--- config.mk ---
export PLATFORM = sky130hd
export DESIGN_NAME = shtp_accel_report_extractor_core
export DESIGN_NICKNAME = d
export VERILOG_FILES = /design/src/rtl/shtp_pkg.sv /design/src/rtl/shtp_regs.sv /design/src/rtl/shtp_parse.sv /design/src/rtl/shtp_accel_report_extractor_core.sv
export VERILOG_INCLUDE_DIRS = /design/src /design/src/rtl
export SDC_FILE = /design/constraint.sdc
export NUM_CORES = 1
export LEC_CHECK = 0
export BUFFER_PORTS_ARGS = -buffer_cell sky130_fd_sc_hd__buf_4
export CAP_MARGIN = 15
export CORE_ASPECT_RATIO = 1.4
export CORE_MARGIN = 8
export CORE_UTILIZATION = 52
export DETAILED_ROUTE_END_ITERATION = 6
export GPL_TIMING_DRIVEN = 0
export HOLD_SLACK_MARGIN = 0.12
export PLACE_DENSITY = 0.85
export SLEW_MARGIN = 20
export SYNTH_ARGS = -nofsm -noshare
export SYNTH_HDL_FRONTEND = slang
export SYNTH_SLANG_ARGS = --single-unit
--- constraint.sdc ---
create_clock -name clk -period 27.2 [get_ports clk]
set_input_delay 6.8 -clock clk [delete_from_list [all_inputs] [get_ports clk]]
set_output_delay 6.8 -clock clk [all_outputs]
set_load 0.05 [all_outputs]
--- src/rtl/assert_macros.svh ---
// Assertion helpers used by the extractor core RTL.
// Each macro expects clk and arst_n to be visible where it is used.
`ifndef ASSERT_MACROS_SVH
`define ASSERT_MACROS_SVH

`define SHTP_ASSERT_SAME(lbl, ante, cons, msg) \
	lbl: assert property (@(posedge clk) disable iff (!arst_n) (ante) |-> (cons)) \
		else $error(msg);

`define SHTP_ASSERT_NEXT(lbl, ante, cons, msg) \
	lbl: assert property (@(posedge clk) disable iff (!arst_n) (ante) |=> (cons)) \
		else $error(msg);

`endif

--- src/rtl/shtp_pkg.sv ---
`default_nettype none
package shtp_pkg;

	localparam int COUNT_BITS_DEF = 32;
	localparam int LEN_W = 15;
	localparam int TOTAL_W = 32;

	localparam logic [LEN_W-1:0] HDR_LEN = 15'd4;
	localparam logic [LEN_W-1:0] LEN_ACCEL = 15'd10;
	localparam logic [LEN_W-1:0] LEN_TIMEBASE = 15'd5;
	localparam logic [LEN_W-1:0] MAX_LEN_RST = 15'd512;
	localparam logic [7:0] REPORT_CHAN_RST = 8'd3;
	localparam logic [15:0] NO_PACKET = 16'hFFFF;
	localparam logic [7:0] ID_ACCEL = 8'h01;
	localparam logic [7:0] ID_TIMEBASE = 8'hFB;

	localparam logic REG_MAX_LEN = 1'b0;
	localparam logic REG_REPORT_CHAN = 1'b1;

	typedef enum logic [1:0] {
		EVT_SAMPLE = 2'd0,
		EVT_READ_ERR = 2'd1,
		EVT_PARSE_ERR = 2'd2
	} evt_kind_t;

	typedef enum logic [4:0] {
		HDR_IDLE = 5'b00001,
		HDR_LEN_HI = 5'b00010,
		HDR_CHAN = 5'b00100,
		HDR_SEQ = 5'b01000,
		HDR_PAYLOAD = 5'b10000
	} hdr_state_t;

	typedef enum logic [3:0] {
		REC_ID = 4'b0001,
		REC_ACCEL = 4'b0010,
		REC_TIMEBASE = 4'b0100,
		REC_DISCARD = 4'b1000
	} rec_state_t;

	typedef struct packed {
		logic [LEN_W-1:0] max_len;
		logic [7:0] report_chan;
	} cfg_t;

	typedef struct packed {
		logic [TOTAL_W-1:0] parse_error_total;
		logic [TOTAL_W-1:0] read_error_total;
		logic [TOTAL_W-1:0] sample_total;
		logic signed [15:0] accel_z;
		logic signed [15:0] accel_y;
		logic signed [15:0] accel_x;
		logic [1:0] accuracy;
	} evt_data_t;

	typedef struct packed {
		logic valid;
		evt_kind_t kind;
		evt_data_t data;
	} evt_t;

endpackage
`default_nettype wire

--- src/rtl/shtp_regs.sv ---
`default_nettype none
module shtp_regs (
	input wire logic clk,
	input wire logic arst_n,
	input wire logic psel,
	input wire logic penable,
	input wire logic pwrite,
	input wire logic [2:0] paddr,
	input wire logic [31:0] pwdata,
	output logic [31:0] prdata,
	output logic pready,
	output shtp_pkg::cfg_t cfg
);

	shtp_pkg::cfg_t cfg_q;
	logic wr_en;
	logic reg_sel;

	assign pready = 1'b1;
	assign wr_en = psel && penable && pwrite && pready;
	assign reg_sel = paddr[2];
	assign cfg = cfg_q;

	always_ff @(posedge clk or negedge arst_n) begin
		if (!arst_n) begin
			cfg_q.max_len <= shtp_pkg::MAX_LEN_RST;
			cfg_q.report_chan <= shtp_pkg::REPORT_CHAN_RST;
		end else if (wr_en) begin
			unique case (reg_sel)
				shtp_pkg::REG_MAX_LEN: cfg_q.max_len <= pwdata[shtp_pkg::LEN_W-1:0];
				shtp_pkg::REG_REPORT_CHAN: cfg_q.report_chan <= pwdata[7:0];
				default: ;
			endcase
		end
	end

	always_comb begin
		unique case (reg_sel)
			shtp_pkg::REG_MAX_LEN: prdata = 32'(cfg_q.max_len);
			shtp_pkg::REG_REPORT_CHAN: prdata = 32'(cfg_q.report_chan);
			default: prdata = '0;
		endcase
	end

endmodule
`default_nettype wire

--- src/rtl/shtp_parse.sv ---
`default_nettype none
module shtp_parse #(
	parameter int COUNT_BITS = shtp_pkg::COUNT_BITS_DEF
) (
	input wire logic clk,
	input wire logic arst_n,
	input wire logic step,
	input wire logic [7:0] in_byte,
	input wire logic in_start,
	input wire shtp_pkg::cfg_t cfg,
	output shtp_pkg::evt_t evt
);

	localparam int EXT_W = (COUNT_BITS > shtp_pkg::TOTAL_W) ? COUNT_BITS : shtp_pkg::TOTAL_W;
	localparam logic [3:0] OFF_STATUS = 4'd2;
	localparam logic [3:0] OFF_X_LO = 4'd4;
	localparam logic [3:0] OFF_X_HI = 4'd5;
	localparam logic [3:0] OFF_Y_LO = 4'd6;
	localparam logic [3:0] OFF_Y_HI = 4'd7;
	localparam logic [3:0] OFF_Z_LO = 4'd8;
	localparam logic [3:0] ACCEL_LAST = 4'(shtp_pkg::LEN_ACCEL - 15'd1);
	localparam logic [3:0] TB_LAST = 4'(shtp_pkg::LEN_TIMEBASE - 15'd1);

	shtp_pkg::hdr_state_t hdr_q, hdr_d;
	shtp_pkg::rec_state_t rec_q, rec_d;
	logic [3:0] off_q, off_d;
	logic [7:0] len_lo_q, len_lo_d;
	logic [7:0] chan_q, chan_d;
	logic [shtp_pkg::LEN_W-1:0] rem_q, rem_d;
	logic [1:0] status_q, status_d;
	logic [15:0] x_q, x_d;
	logic [15:0] y_q, y_d;
	logic [7:0] zlo_q, zlo_d;
	logic [COUNT_BITS-1:0] samp_q, samp_d;
	logic [COUNT_BITS-1:0] rderr_q, rderr_d;
	logic [COUNT_BITS-1:0] perr_q, perr_d;

	logic [15:0] raw_len;
	logic [shtp_pkg::LEN_W-1:0] pkt_len;
	logic [shtp_pkg::LEN_W-1:0] need_len;
	logic is_accel_id;
	logic is_tb_id;
	logic [EXT_W-1:0] samp_ext;
	logic [EXT_W-1:0] rderr_ext;
	logic [EXT_W-1:0] perr_ext;

	assign raw_len = {in_byte, len_lo_q};
	assign pkt_len = raw_len[shtp_pkg::LEN_W-1:0];
	assign is_accel_id = (in_byte == shtp_pkg::ID_ACCEL);
	assign is_tb_id = (in_byte == shtp_pkg::ID_TIMEBASE);
	assign need_len = is_accel_id ? shtp_pkg::LEN_ACCEL : shtp_pkg::LEN_TIMEBASE;

	assign samp_ext = EXT_W'(samp_d);
	assign rderr_ext = EXT_W'(rderr_d);
	assign perr_ext = EXT_W'(perr_d);

	always_comb begin
		hdr_d = hdr_q;
		rec_d = rec_q;
		off_d = off_q;
		len_lo_d = len_lo_q;
		chan_d = chan_q;
		rem_d = rem_q;
		status_d = status_q;
		x_d = x_q;
		y_d = y_q;
		zlo_d = zlo_q;
		samp_d = samp_q;
		rderr_d = rderr_q;
		perr_d = perr_q;
		evt.valid = 1'b0;
		evt.kind = shtp_pkg::EVT_SAMPLE;
		evt.data.accuracy = '0;
		evt.data.accel_x = '0;
		evt.data.accel_y = '0;
		evt.data.accel_z = '0;
		if (in_start) begin
			len_lo_d = in_byte;
			rec_d = shtp_pkg::REC_ID;
			off_d = '0;
			rem_d = '0;
			hdr_d = shtp_pkg::HDR_LEN_HI;
		end else begin
			unique case (hdr_q)
				shtp_pkg::HDR_LEN_HI: begin
					if (raw_len == 16'd0 || raw_len == shtp_pkg::NO_PACKET) begin
						hdr_d = shtp_pkg::HDR_IDLE;
					end else if (pkt_len < shtp_pkg::HDR_LEN || pkt_len > cfg.max_len) begin
						rderr_d = rderr_q + COUNT_BITS'(1);
						evt.valid = 1'b1;
						evt.kind = shtp_pkg::EVT_READ_ERR;
						hdr_d = shtp_pkg::HDR_IDLE;
					end else begin
						rem_d = pkt_len - shtp_pkg::HDR_LEN;
						hdr_d = shtp_pkg::HDR_CHAN;
					end
				end
				shtp_pkg::HDR_CHAN: begin
					chan_d = in_byte;
					hdr_d = shtp_pkg::HDR_SEQ;
				end
				shtp_pkg::HDR_SEQ: begin
					rec_d = (chan_q == cfg.report_chan) ? shtp_pkg::REC_ID : shtp_pkg::REC_DISCARD;
					off_d = '0;
					hdr_d = (rem_q == '0) ? shtp_pkg::HDR_IDLE : shtp_pkg::HDR_PAYLOAD;
				end
				shtp_pkg::HDR_PAYLOAD: begin
					unique case (rec_q)
						shtp_pkg::REC_ID: begin
							if (is_accel_id || is_tb_id) begin
								if (rem_q < need_len) begin
									perr_d = perr_q + COUNT_BITS'(1);
									evt.valid = 1'b1;
									evt.kind = shtp_pkg::EVT_PARSE_ERR;
									rec_d = shtp_pkg::REC_DISCARD;
								end else begin
									rec_d = is_accel_id ? shtp_pkg::REC_ACCEL
										: shtp_pkg::REC_TIMEBASE;
									off_d = 4'd1;
								end
							end
						end
						shtp_pkg::REC_ACCEL: begin
							unique case (off_q)
								OFF_STATUS: status_d = in_byte[1:0];
								OFF_X_LO: x_d = {x_q[15:8], in_byte};
								OFF_X_HI: x_d = {in_byte, x_q[7:0]};
								OFF_Y_LO: y_d = {y_q[15:8], in_byte};
								OFF_Y_HI: y_d = {in_byte, y_q[7:0]};
								OFF_Z_LO: zlo_d = in_byte;
								default: ;
							endcase
							if (off_q >= ACCEL_LAST) begin
								samp_d = samp_q + COUNT_BITS'(1);
								evt.valid = 1'b1;
								evt.kind = shtp_pkg::EVT_SAMPLE;
								evt.data.accuracy = status_q;
								evt.data.accel_x = x_q;
								evt.data.accel_y = y_q;
								evt.data.accel_z = {in_byte, zlo_q};
								rec_d = shtp_pkg::REC_ID;
								off_d = '0;
							end else begin
								off_d = off_q + 4'd1;
							end
						end
						shtp_pkg::REC_TIMEBASE: begin
							if (off_q >= TB_LAST) begin
								rec_d = shtp_pkg::REC_ID;
								off_d = '0;
							end else begin
								off_d = off_q + 4'd1;
							end
						end
						default: ;
					endcase
					if (rem_q <= 15'd1) begin
						rem_d = '0;
						hdr_d = shtp_pkg::HDR_IDLE;
					end else begin
						rem_d = rem_q - 15'd1;
					end
				end
				default: ;
			endcase
		end
		evt.data.sample_total = samp_ext[shtp_pkg::TOTAL_W-1:0];
		evt.data.read_error_total = rderr_ext[shtp_pkg::TOTAL_W-1:0];
		evt.data.parse_error_total = perr_ext[shtp_pkg::TOTAL_W-1:0];
	end

	always_ff @(posedge clk or negedge arst_n) begin
		if (!arst_n) begin
			hdr_q <= shtp_pkg::HDR_IDLE;
			rec_q <= shtp_pkg::REC_ID;
			off_q <= '0;
			len_lo_q <= '0;
			chan_q <= '0;
			rem_q <= '0;
			status_q <= '0;
			x_q <= '0;
			y_q <= '0;
			zlo_q <= '0;
			samp_q <= '0;
			rderr_q <= '0;
			perr_q <= '0;
		end else if (step) begin
			hdr_q <= hdr_d;
			rec_q <= rec_d;
			off_q <= off_d;
			len_lo_q <= len_lo_d;
			chan_q <= chan_d;
			rem_q <= rem_d;
			status_q <= status_d;
			x_q <= x_d;
			y_q <= y_d;
			zlo_q <= zlo_d;
			samp_q <= samp_d;
			rderr_q <= rderr_d;
			perr_q <= perr_d;
		end
	end

endmodule
`default_nettype wire

--- src/rtl/shtp_accel_report_extractor_core.sv ---
// Channel   Direction  Carries
// s_t*      in         one received header or payload byte per beat
// m_t*      out        one event per beat: sample, bad length or truncated report
// APB       in/out     max_packet_len at 0x0, report_channel at 0x4
//
// A byte is registered on acceptance and parsed from that register; its event
// reaches m_tvalid through the output register. The block sustains one beat
// per cycle unless stalled. The input stage stalls only while it holds a byte
// that produces an event and the output register is full and not being taken.
// Reset clears the parser state, the counters and both stage valid flags.
`default_nettype none
`include "assert_macros.svh"
module shtp_accel_report_extractor_core #(
	parameter int COUNT_BITS = shtp_pkg::COUNT_BITS_DEF
) (
	input wire logic clk,
	input wire logic arst_n,
	input wire logic s_tvalid,
	output logic s_tready,
	input wire logic [7:0] s_tdata,  // [7:0] data_byte
	input wire logic s_tuser,        // [0] packet_start
	output logic m_tvalid,
	input wire logic m_tready,
	// [1:0] accuracy, [17:2] accel_x, [33:18] accel_y, [49:34] accel_z,
	// [81:50] sample_total, [113:82] read_error_total,
	// [145:114] parse_error_total, [151:146] zero
	output logic [151:0] m_tdata,
	output logic [1:0] m_tuser,      // [1:0] event_kind
	input wire logic psel,
	input wire logic penable,
	input wire logic pwrite,
	input wire logic [2:0] paddr,
	input wire logic [31:0] pwdata,
	output logic [31:0] prdata,
	output logic pready
);

	shtp_pkg::cfg_t cfg;
	shtp_pkg::evt_t evt;
	logic in_valid_s1;
	logic [7:0] in_byte_s1;
	logic in_start_s1;
	logic out_valid_s2;
	shtp_pkg::evt_kind_t out_kind_s2;
	shtp_pkg::evt_data_t out_data_s2;
	logic advance;

	shtp_regs u_regs (
		.clk(clk),
		.arst_n(arst_n),
		.psel(psel),
		.penable(penable),
		.pwrite(pwrite),
		.paddr(paddr),
		.pwdata(pwdata),
		.prdata(prdata),
		.pready(pready),
		.cfg(cfg)
	);

	shtp_parse #(
		.COUNT_BITS(COUNT_BITS)
	) u_parse (
		.clk(clk),
		.arst_n(arst_n),
		.step(advance),
		.in_byte(in_byte_s1),
		.in_start(in_start_s1),
		.cfg(cfg),
		.evt(evt)
	);

	assign advance = in_valid_s1 && (!out_valid_s2 || m_tready || !evt.valid);
	assign s_tready = !in_valid_s1 || advance;

	always_ff @(posedge clk or negedge arst_n) begin
		if (!arst_n) begin
			in_valid_s1 <= 1'b0;
		end else if (s_tready) begin
			in_valid_s1 <= s_tvalid;
		end
	end

	always_ff @(posedge clk) begin
		if (s_tvalid && s_tready) begin
			in_byte_s1 <= s_tdata;
			in_start_s1 <= s_tuser;
		end
	end

	always_ff @(posedge clk or negedge arst_n) begin
		if (!arst_n) begin
			out_valid_s2 <= 1'b0;
		end else if (advance && evt.valid) begin
			out_valid_s2 <= 1'b1;
		end else if (m_tready) begin
			out_valid_s2 <= 1'b0;
		end
	end

	always_ff @(posedge clk) begin
		if (advance && evt.valid) begin
			out_kind_s2 <= evt.kind;
			out_data_s2 <= evt.data;
		end
	end

	assign m_tvalid = out_valid_s2;
	assign m_tuser = out_kind_s2;
	assign m_tdata = {6'b0, out_data_s2};

	`SHTP_ASSERT_SAME(a_stall_only_when_full, !s_tready, in_valid_s1 && out_valid_s2 && !m_tready, "input stalled while the output register could take the event")
	`SHTP_ASSERT_NEXT(a_held_byte_kept, in_valid_s1 && !advance, in_valid_s1 && $stable(in_byte_s1) && $stable(in_start_s1), "a held byte was lost or changed")
	`SHTP_ASSERT_SAME(a_error_has_no_sample, m_tvalid && (m_tuser == shtp_pkg::EVT_READ_ERR || m_tuser == shtp_pkg::EVT_PARSE_ERR), m_tdata[49:0] == 50'd0, "error event carries sample data")

endmodule
`default_nettype wire

# Yosys cells after proc, flatten, opt, wreduce, memory -nomap -nowiden
# Index checks and enable logic that the tools add are counted.
[totals]
ff_bits = 364
inputBits = 51
[classes]
addsub = 6
magnitude_cmp = 6
n_eq_ne = 25
muxes = 54
bitwise_logic = 9
n_reduce_logical = 35
[op_table]
columns = ["op", "count"]
rows = [
  ["$mux W32", 13],
  ["$add A32 B1 Y32 const B", 3],
  ["$pmux W16 S2", 2],
  ["$pmux W32 S2", 1],
  ["$mux W15", 4],
  ["$mux W4", 12],
  ["$pmux W15 S2", 1],
  ["$reduce_and A6 Y1", 5],
  ["$mux W3", 8],
  ["$pmux W4 S3", 2],
  ["$eq A4 B3 Y1 const B", 5],
  ["$mux W5", 4],
  ["$pmux W5 S4", 1],
  ["$eq A16 B16 Y1 const B", 1],
  ["$logic_not A16 Y1", 1],
  ["$pmux W4 S2", 2],
  ["$gt A15 B15 Y1", 1],
  ["$le A15 B1 Y1 const B", 1],
  ["$logic_not A15 Y1", 1],
  ["$lt A15 B15 Y1", 1],
  ["$lt A15 B3 Y1 const B", 1],
  ["$reduce_and A5 Y1", 3],
  ["$sub A15 B1 Y15 const B", 1],
  ["$sub A15 B3 Y15 const B", 1],
  ["31 further kinds", 60],
]

# Logic depth before layout (Yosys ltp)
# Gate-level depths: netlist of run 1.
[logic_depth]
ltp_word = 13
depth_mapped = 13

# Hierarchy
# From an unflattened synthesis of run 1, not the netlist that was laid out.
[hier_totals]
hier_cells = 1506
area_unflattened_um2 = 18006.0
[by_module_without_submodules]
columns = ["mod", "n_inst", "cells_each", "area_each_um2", "seq_area_each_um2"]
rows = [
  ["shtp_parse", 1, 1246, 11920.2, 4556.9],
  ["shtp_accel_report_extractor_core", 1, 174, 4869.7, 4764.6],
  ["shtp_regs", 1, 86, 1216.2, 579.3],
]

# Worst setup path before layout of run 1
# No wires, ideal clock.
[synth_path]
kind = "input to register"
startpoint = "input m_tready"
endpoint = "register out_data_s2, in the netlist m_tdata[0], enable pin"
setup_ns = 1.449
arrival_time_ns = 30.350
required_ns = 25.751
setup_slack_ns = -4.599
cell_stages = 6
path_buffers = 0
path_cell_list = "inv_1 > nand2_1 > a211o_1 > and2_1 > a21oi_4 > a2111oi_0"
[synth_via]
elab_chain_cells = 4
[synth_lines]
columns = ["item", "line", "text"]
rows = [
  ["from (decl)", "shtp_accel_report_extractor_core.sv:23", "input wire logic m_tready,"],
  ["$logic_or A1 B1 Y1 (2 in series)", "shtp_accel_report_extractor_core.sv:73", "assign advance = in_valid_s1 && (!out_valid_s2 || m_tready || !evt.valid);"],
  ["$logic_and A1 B1 Y1", "shtp_accel_report_extractor_core.sv:73", ""],
  ["$logic_and A1 B1 Y1", "shtp_accel_report_extractor_core.sv:102", "if (advance && evt.valid) begin"],
  ["to (signal assigned)", "shtp_accel_report_extractor_core.sv:104", "out_data_s2 <= evt.data;"],
  ["to (decl)", "shtp_accel_report_extractor_core.sv:45", "shtp_pkg::evt_data_t out_data_s2;"],
]
# No other way between the ends.
# A chain may end at the register's enable or synchronous reset.

# Final worst setup path of run 1
[layout_path]
startpoint = "input m_tready"
endpoint = "output s_tready"
[layout_via]
elab_chain_cells = 4
[layout_lines]
columns = ["item", "line", "text"]
rows = [
  ["$logic_or A1 B1 Y1 (2 in series)", "shtp_accel_report_extractor_core.sv:73", ""],
  ["$logic_and A1 B1 Y1", "shtp_accel_report_extractor_core.sv:73", ""],
  ["$logic_or A1 B1 Y1", "shtp_accel_report_extractor_core.sv:74", "assign s_tready = !in_valid_s1 || advance;"],
  ["to (decl)", "shtp_accel_report_extractor_core.sv:19", "output logic s_tready,"],
]
# No other way between the ends.

==> results.json, run 1 <==
{
  "worstSetupStartpointType": "primary input",
  "grt_pass1_vias": 12960,
  "drc": 0,
  "synth_edf_count": 157,
  "synth_warnings": 0,
  "skew_ns": 0.01639,
  "wirelength_um": 42690,
  "fmax_mhz": 68.10,
  "num-nets-final": 1865,
  "pwr-share-seq_pct": 46.3,
  "p_int_uw": 991.9,
  "min_from": "u_parse.x_q[14]$_DFFE_PN0P_",
  "pre_cts_slack_ns": 12.51,
  "n_antenna_cell": 0,
  "die_w_um": 169.9,
  "pin_count": 240,
  "place_hpwl_um": 31100,
  "drv_slew": 0,
  "hold_viol_final": 0,
  "clk_pin_slew_ns": 0.06,
  "finalSetupViolCount": 0,
  "first_iter_violations": 852,
  "cts_made_buffers": 36,
  "fin_ws_ns": 12.52,
  "crit_family": "simple AND/OR/NAND/NOR gates",
  "synth-main-ff-cell": "dfrtp_1",
  "hp-class": "flop to flop",
  "postLayoutCoreUtil_pct": 63.12,
  "cts.htree.levels": 2,
  "avgSynthCellArea_um2": 11.49,
  "drive_above_1_share_pct": 22.63,
  "maxSlewHeadroom_pct": 35.62,
  "netlist_instances": 1501,
  "critPathRequiredTime_ns": 20.40,
  "drt_first_pass_iters": 5,
  "io_buffers": 195,
  "crit_fanout": 3,
  "path_class": "primary input to output port",
  "fp.dieH_um": 231.5,
  "critPathLaunch": "m_tready",
  "synth_top_family_by_area": "simple AND/OR/NAND/NOR gates",
  "status": "completed",
  "crit_path_cell_trace": "buf_4 -> inv_1 -> nand2_1 -> a211o_1 -> nor2_1 -> nand2_1 -> buf_4",
  "cp_slowest_cell": "a211o_1",
  "vias": 12470,
  "critPathBufInv": 3,
  "ir_drop_uv": 55.09,
  "cts_buffer_depth": 3,
  "clock_power_share_pct": 36.7,
  "synthArstFlopShare_pct": 56.87,
  "synthDistinctLibCells": 69,
  "grtUsageTotal_pct": 21.51,
  "cts-root-buf": "clkbuf_16",
  "rows": 79,
  "powerDensity_nw_per_um2": 67.07,
  "place_congestion": 0.9270,
  "postCtsResizedCells": 0,
  "synth_compound_area_share_pct": 5.581,
  "wire_per_inst_um": 18.92,
  "fin_crit_sh_pct": 53.98,
  "sw_frac_of_total_pct": 28.82,
  "r2r-start": "in_byte_s1[6]$_DFFE_PP_",
  "grt_max_degree": 79,
  "layout-area-overhead-vs-synth_pct": 20.50,
  "hold_buffers": 0,
  "drtAntennaViolNets": 0,
  "grt_antenna_before_repair": 0,
  "fillers": 2499,
  "fin_crit_ns": 14.68,
  "final_common_cell": "buf_4",
  "cp.arrival_ns": 7.88,
  "yosys.area_share.simple_pct": 16.76,
  "tightest_slew_ns": 0.9636,
  "via_per_inst": 5.525,
  "p_sw_uw": 401.6,
  "cp-end-kind": "output port",
  "muxShareOfSynthArea_pct": 4.361,
  "grt_overflow_total": 0,
  "cts_tree": "yes",
  "final_cell_mix": "buf_4, dfrtp_1, nand2_1, edfxtp_1, xor2_1",
  "synthAdderAreaFrac_pct": 2.177,
  "total_power_mw": 1.393,
  "synthXorXnorAreaFrac_pct": 10.26,
  "drv_cap": 0,
  "initial_utilization_pct": 52.38,
  "critPathMaxStageDelay_ns": 0.30,
  "clock_latency_ns": 0.54,
  "fp.dieArea_um2": 39320,
  "cts_setup_buffers": 0,
  "cts.sinks": 364,
  "comb_power_share_pct": 16.9,
  "dpl-instance-area_um2": 19550,
  "synth-seq-area-share_pct": 57.42,
  "rsz0062_at_grt": "no",
  "coreArea_um2": 32920,
  "grt_first_pass_wirelength_um": 67670,
  "cellLeakagePower_nw": 9.647,
  "synth-seq-cells": 364,
  "stdcell_area_um2": 20780,
  "synth_area_um2": 17240
}
## kinds of logic after synthesis
family	count (synthesis)
buf+inv	124
other cells	2
simple gates	563
compound gates	149
flops	364
fa+ha+maj	30
mux	67
xor+xnor	202
## layer usage
metal,vias to the layer above,share of wire [%],GRT usage [%]
met5,-,0,0
met4,0,4.3,10.39
met3,119,6.3,3.899
met2,480,52,39.05
met1,6040,37,23.86
li1,5831,-,-
## metrics by stage
stage	setup TNS, ns	hold WS (ns)	instances
floorplan	0	0.4418	1523
global placement	-476.54	0.4589	2163
detailed placement	0	0.4633	2191
CTS	0	0.4766	2257
global route	0	0.5009	2257
finish	0	0.4743	2257
## layout make-up
| class | instances | area [um2] | share of cell area, % |
|---|---|---|---|
| Clock buffer | 46 | 999.7 | 4.812 |
| Inverter | 32 | 120.1 | 0.5781 |
| Multi-Input combinational cell | 1035 | 6855 | 33.00 |
| Tap cell | 445 | 556.8 | 2.680 |
| Clock inverter | 20 | 219.0 | 1.054 |
| Sequential cell | 364 | 9901 | 47.65 |
| Buffer | 92 | 465.4 | 2.240 |
| Timing Repair Buffer | 223 | 1659 | 7.986 |
## sequential cells by signal (all words and copies together), names as in the netlist, 15 cells and up
signal,flops
u_parse.x_q,16
u_regs.cfg,23
u_parse.samp_q,32
m_tdata,146
u_parse.y_q,16
u_parse.rderr_q,32
u_parse.perr_q,32
u_parse.rem_q,15
## power by group through the flow
stage	logic [mW]	clock network, mW	registers (mW)
2_1_floorplan	0.154	0	0.661
3_3_place_gp	0.220	0	0.660
3_5_place_dp	0.233	0	0.655
4_1_cts	0.234	0.521	0.644
5_1_grt	0.257	0.541	0.649
6_report	0.236	0.512	0.645
## worst paths after layout
| kind | endpoint | slack (ns) | cells past startpoint |
|---|---|---|---|
| max in group asynchronous | u_regs.cfg[17]$_DFFE_PN1P_ | 20.12 | 2 |
| worst max register to register | m_tdata[140]$_DFFE_PP_ | 20.52 | 21 |
| min in group asynchronous | u_parse.samp_q[15]$_DFFE_PN0N_ | 6.22 | 1 |
| worst min register to register | u_parse.x_q[14]$_DFFE_PN0P_ | 0.47 | 2 |
| worst max-delay path | s_tready | 12.52 | 7 |
| worst min-delay path | u_parse.x_q[14]$_DFFE_PN0P_ | 0.47 | 2 |
## cells in the mapped netlist (all sizes together), types with 8 or more instances
library cell,n,area (um2)
nand2,162,608.1
buf,44,285.3
dfrtp,202,5055
and3,75,469.2
a21oi,25,136.4
xor2,114,998.5
nand3,60,310.3
o21ai,65,325.3
o31ai,16,120.1
clkbuf,48,180.2
ha,30,375.4
nor2b,8,50.05
nor2,103,386.6
and4,12,105.1
mux2,65,731.9
and2,8,50.05
nor3,54,291.5
inv,32,120.1
nand4,24,150.1
xnor2,88,770.7
edfxtp,157,4715
nor4,30,260.2
## worst min-delay path, delay by kind of cell (launching register included)
kind,cells,cell delay (ns)
simple gates,1,0.04
compound gates,1,0.06
flops,1,0.34
Power figures use the tool's default switching activity.
==> run 2, diff against run 1 <==
Clock period 27.2 ns to 13.4 ns, I/O delays scaled along.
==> results.json, run 2 (synthesis results as in run 1) <==
{
  "status": "completed",
  "cts.htree.levels": 2,
  "drv_slew": 0,
  "setup_tns_ns": 0,
  "sw_frac_of_total_pct": 29.39,
  "drtAntennaViolNets": 0,
  "critPathMaxStageDelay_ns": 0.30,
  "drive_above_1_share_pct": 22.35,
  "coreArea_um2": 32920,
  "hp-class": "flop to flop",
  "powerDensity_nw_per_um2": 135.9,
  "clock_power_share_pct": 36.9,
  "grtUsageTotal_pct": 21.40,
  "grt_pass1_vias": 12930,
  "pwr-share-seq_pct": 46.3,
  "initial_utilization_pct": 52.38,
  "grt_max_degree": 73,
  "drt_first_pass_iters": 7,
  "r2r-start": "in_byte_s1[6]$_DFFE_PP_",
  "tightest_slew_ns": 0.9349,
  "fp.dieArea_um2": 39320,
  "vias": 12410,
  "ir_drop_uv": 114.6,
  "hold_viol_final": 0,
  "grt_antenna_before_repair": 0,
  "final_common_cell": "buf_4",
  "fmax_mhz": 128.5,
  "largest_reg_flops": 146,
  "p_sw_uw": 830.8,
  "rsz0062_at_grt": "no",
  "min_from": "u_parse.x_q[3]$_DFFE_PN0P_",
  "n_antenna_cell": 0,
  "cts_setup_buffers": 0,
  "cts.sinks": 364,
  "critPathRequiredTime_ns": 10.05,
  "postCtsResizedCells": 0,
  "worstSetupStartpointType": "primary input",
  "hold_buffers": 0,
  "grt_first_pass_wirelength_um": 67160,
  "cp-end-kind": "output port",
  "place_hpwl_um": 30890,
  "layout-area-overhead-vs-synth_pct": 20.61,
  "cts_made_buffers": 36,
  "comb_power_share_pct": 16.8,
  "stdcell_area_um2": 20790,
  "drv_cap": 0,
  "num-nets-final": 1852,
  "place_congestion": 0.8985,
  "path_class": "primary input to output port",
  "fin_crit_sh_pct": 58.06,
  "cts_buffer_depth": 3,
  "pin_count": 240,
  "clock_latency_ns": 0.55,
  "crit_fanout": 3,
  "first_iter_violations": 714,
  "clk_pin_slew_ns": 0.06,
  "p_int_mw": 1.996,
  "total_power_mw": 2.827,
  "wirelength_um": 42590,
  "wire_per_inst_um": 18.98,
  "rr_worst_depth": 14,
  "skew_ns": 0.02219,
  "cellLeakagePower_nw": 9.591,
  "cp.arrival_ns": 4.43,
  "via_per_inst": 5.529,
  "maxSlewHeadroom_pct": 37.19,
  "drc": 0,
  "reg2reg_to": "m_tdata[137]$_DFFE_PP_",
  "dpl-instance-area_um2": 19560,
  "cts-root-buf": "clkbuf_16",
  "hold_depth": 2,
  "die_w_um": 169.9,
  "finalSetupViolCount": 0,
  "hold_path_end": "u_parse.x_q[3]$_DFFE_PN0P_",
  "cts_tree": "yes",
  "fp.dieH_um": 231.5,
  "fin_crit_ns": 7.780,
  "io_buffers": 195,
  "r2r_slack_ns": 8.16,
  "final_cell_mix": "buf_4, dfrtp_1, nand2_1, edfxtp_1, xor2_1",
  "rows": 79,
  "cp_slowest_cell": "a211o_1",
  "crit_path_cell_trace": "buf_4 -> inv_1 -> nand2_1 -> a211o_1 -> nor2_1 -> nand2_1 -> buf_4",
  "grt_overflow_total": 0
}
run 2: worst max-delay path: cells and delay by family:
family,cells,cell delay (ns)
compound gates,1,0.30
simple gates,3,0.39
buf+inv,3,0.38
run 2: layout make-up:
cell class,instances,area (um2)
inverter,32,120.1
timing repair buffer,210,1650
sequential,364,9901
clock inverter,23,255.2
clock buffer,43,978.4
buffer,92,465.4
fill,2484,12120
multi-input combinational,1035,6868
tap,445,556.8
run 2: power groups by stage:
| stage | registers (mW) | clock network [mW] | logic (mW) |
|---|---|---|---|
| CTS | 1.31 | 1.06 | 0.474 |
| global placement | 1.33 | 0 | 0.450 |
| finish | 1.31 | 1.04 | 0.475 |
| floorplan | 1.33 | 0 | 0.315 |
| global route | 1.32 | 1.10 | 0.516 |
| detailed placement | 1.33 | 0 | 0.472 |
run 2: metrics by stage:
| stage | utilization (%) | hold WS [ns] | instances | setup WS (ns) |
|---|---|---|---|---|
| after global placement | 58.83 | 0.4573 | 2163 | 2.097 |
| after floorplan | - | 0.4418 | 1523 | 4.078 |
| after global routing | 63.18 | 0.4998 | 2244 | 5.505 |
| final | 63.18 | 0.4711 | 2244 | 5.620 |
| after CTS | 63.16 | 0.4764 | 2244 | 5.597 |
| after detailed placement | 59.41 | 0.4623 | 2178 | 5.603 |
run 2: how the worst max path moves through the flow:
stage	start	endpoint	slack, ns	cells after the start
6_report	m_tready	s_tready	5.62	7
4_1_cts	m_tready	s_tready	5.60	7
3_3_place_gp	m_tready	m_tdata[18]$_SDFFCE_PP0P_	2.10	7
5_1_grt	in_byte_s1[6]$_DFFE_PP_	s_tready	5.51	12
3_5_place_dp	m_tready	s_tready	5.60	7
2_1_floorplan	m_tready	m_tdata[0]$_SDFFCE_PP0P_	4.08	6
run 2: layer usage:
layer	track usage, %	share of wire [%]	up-vias
li1	-	-	5797
met1	23.60	37	5961
met2	38.32	52	516
met4	11.76	5.2	0
met5	0	0	-
met3	3.933	6.3	133
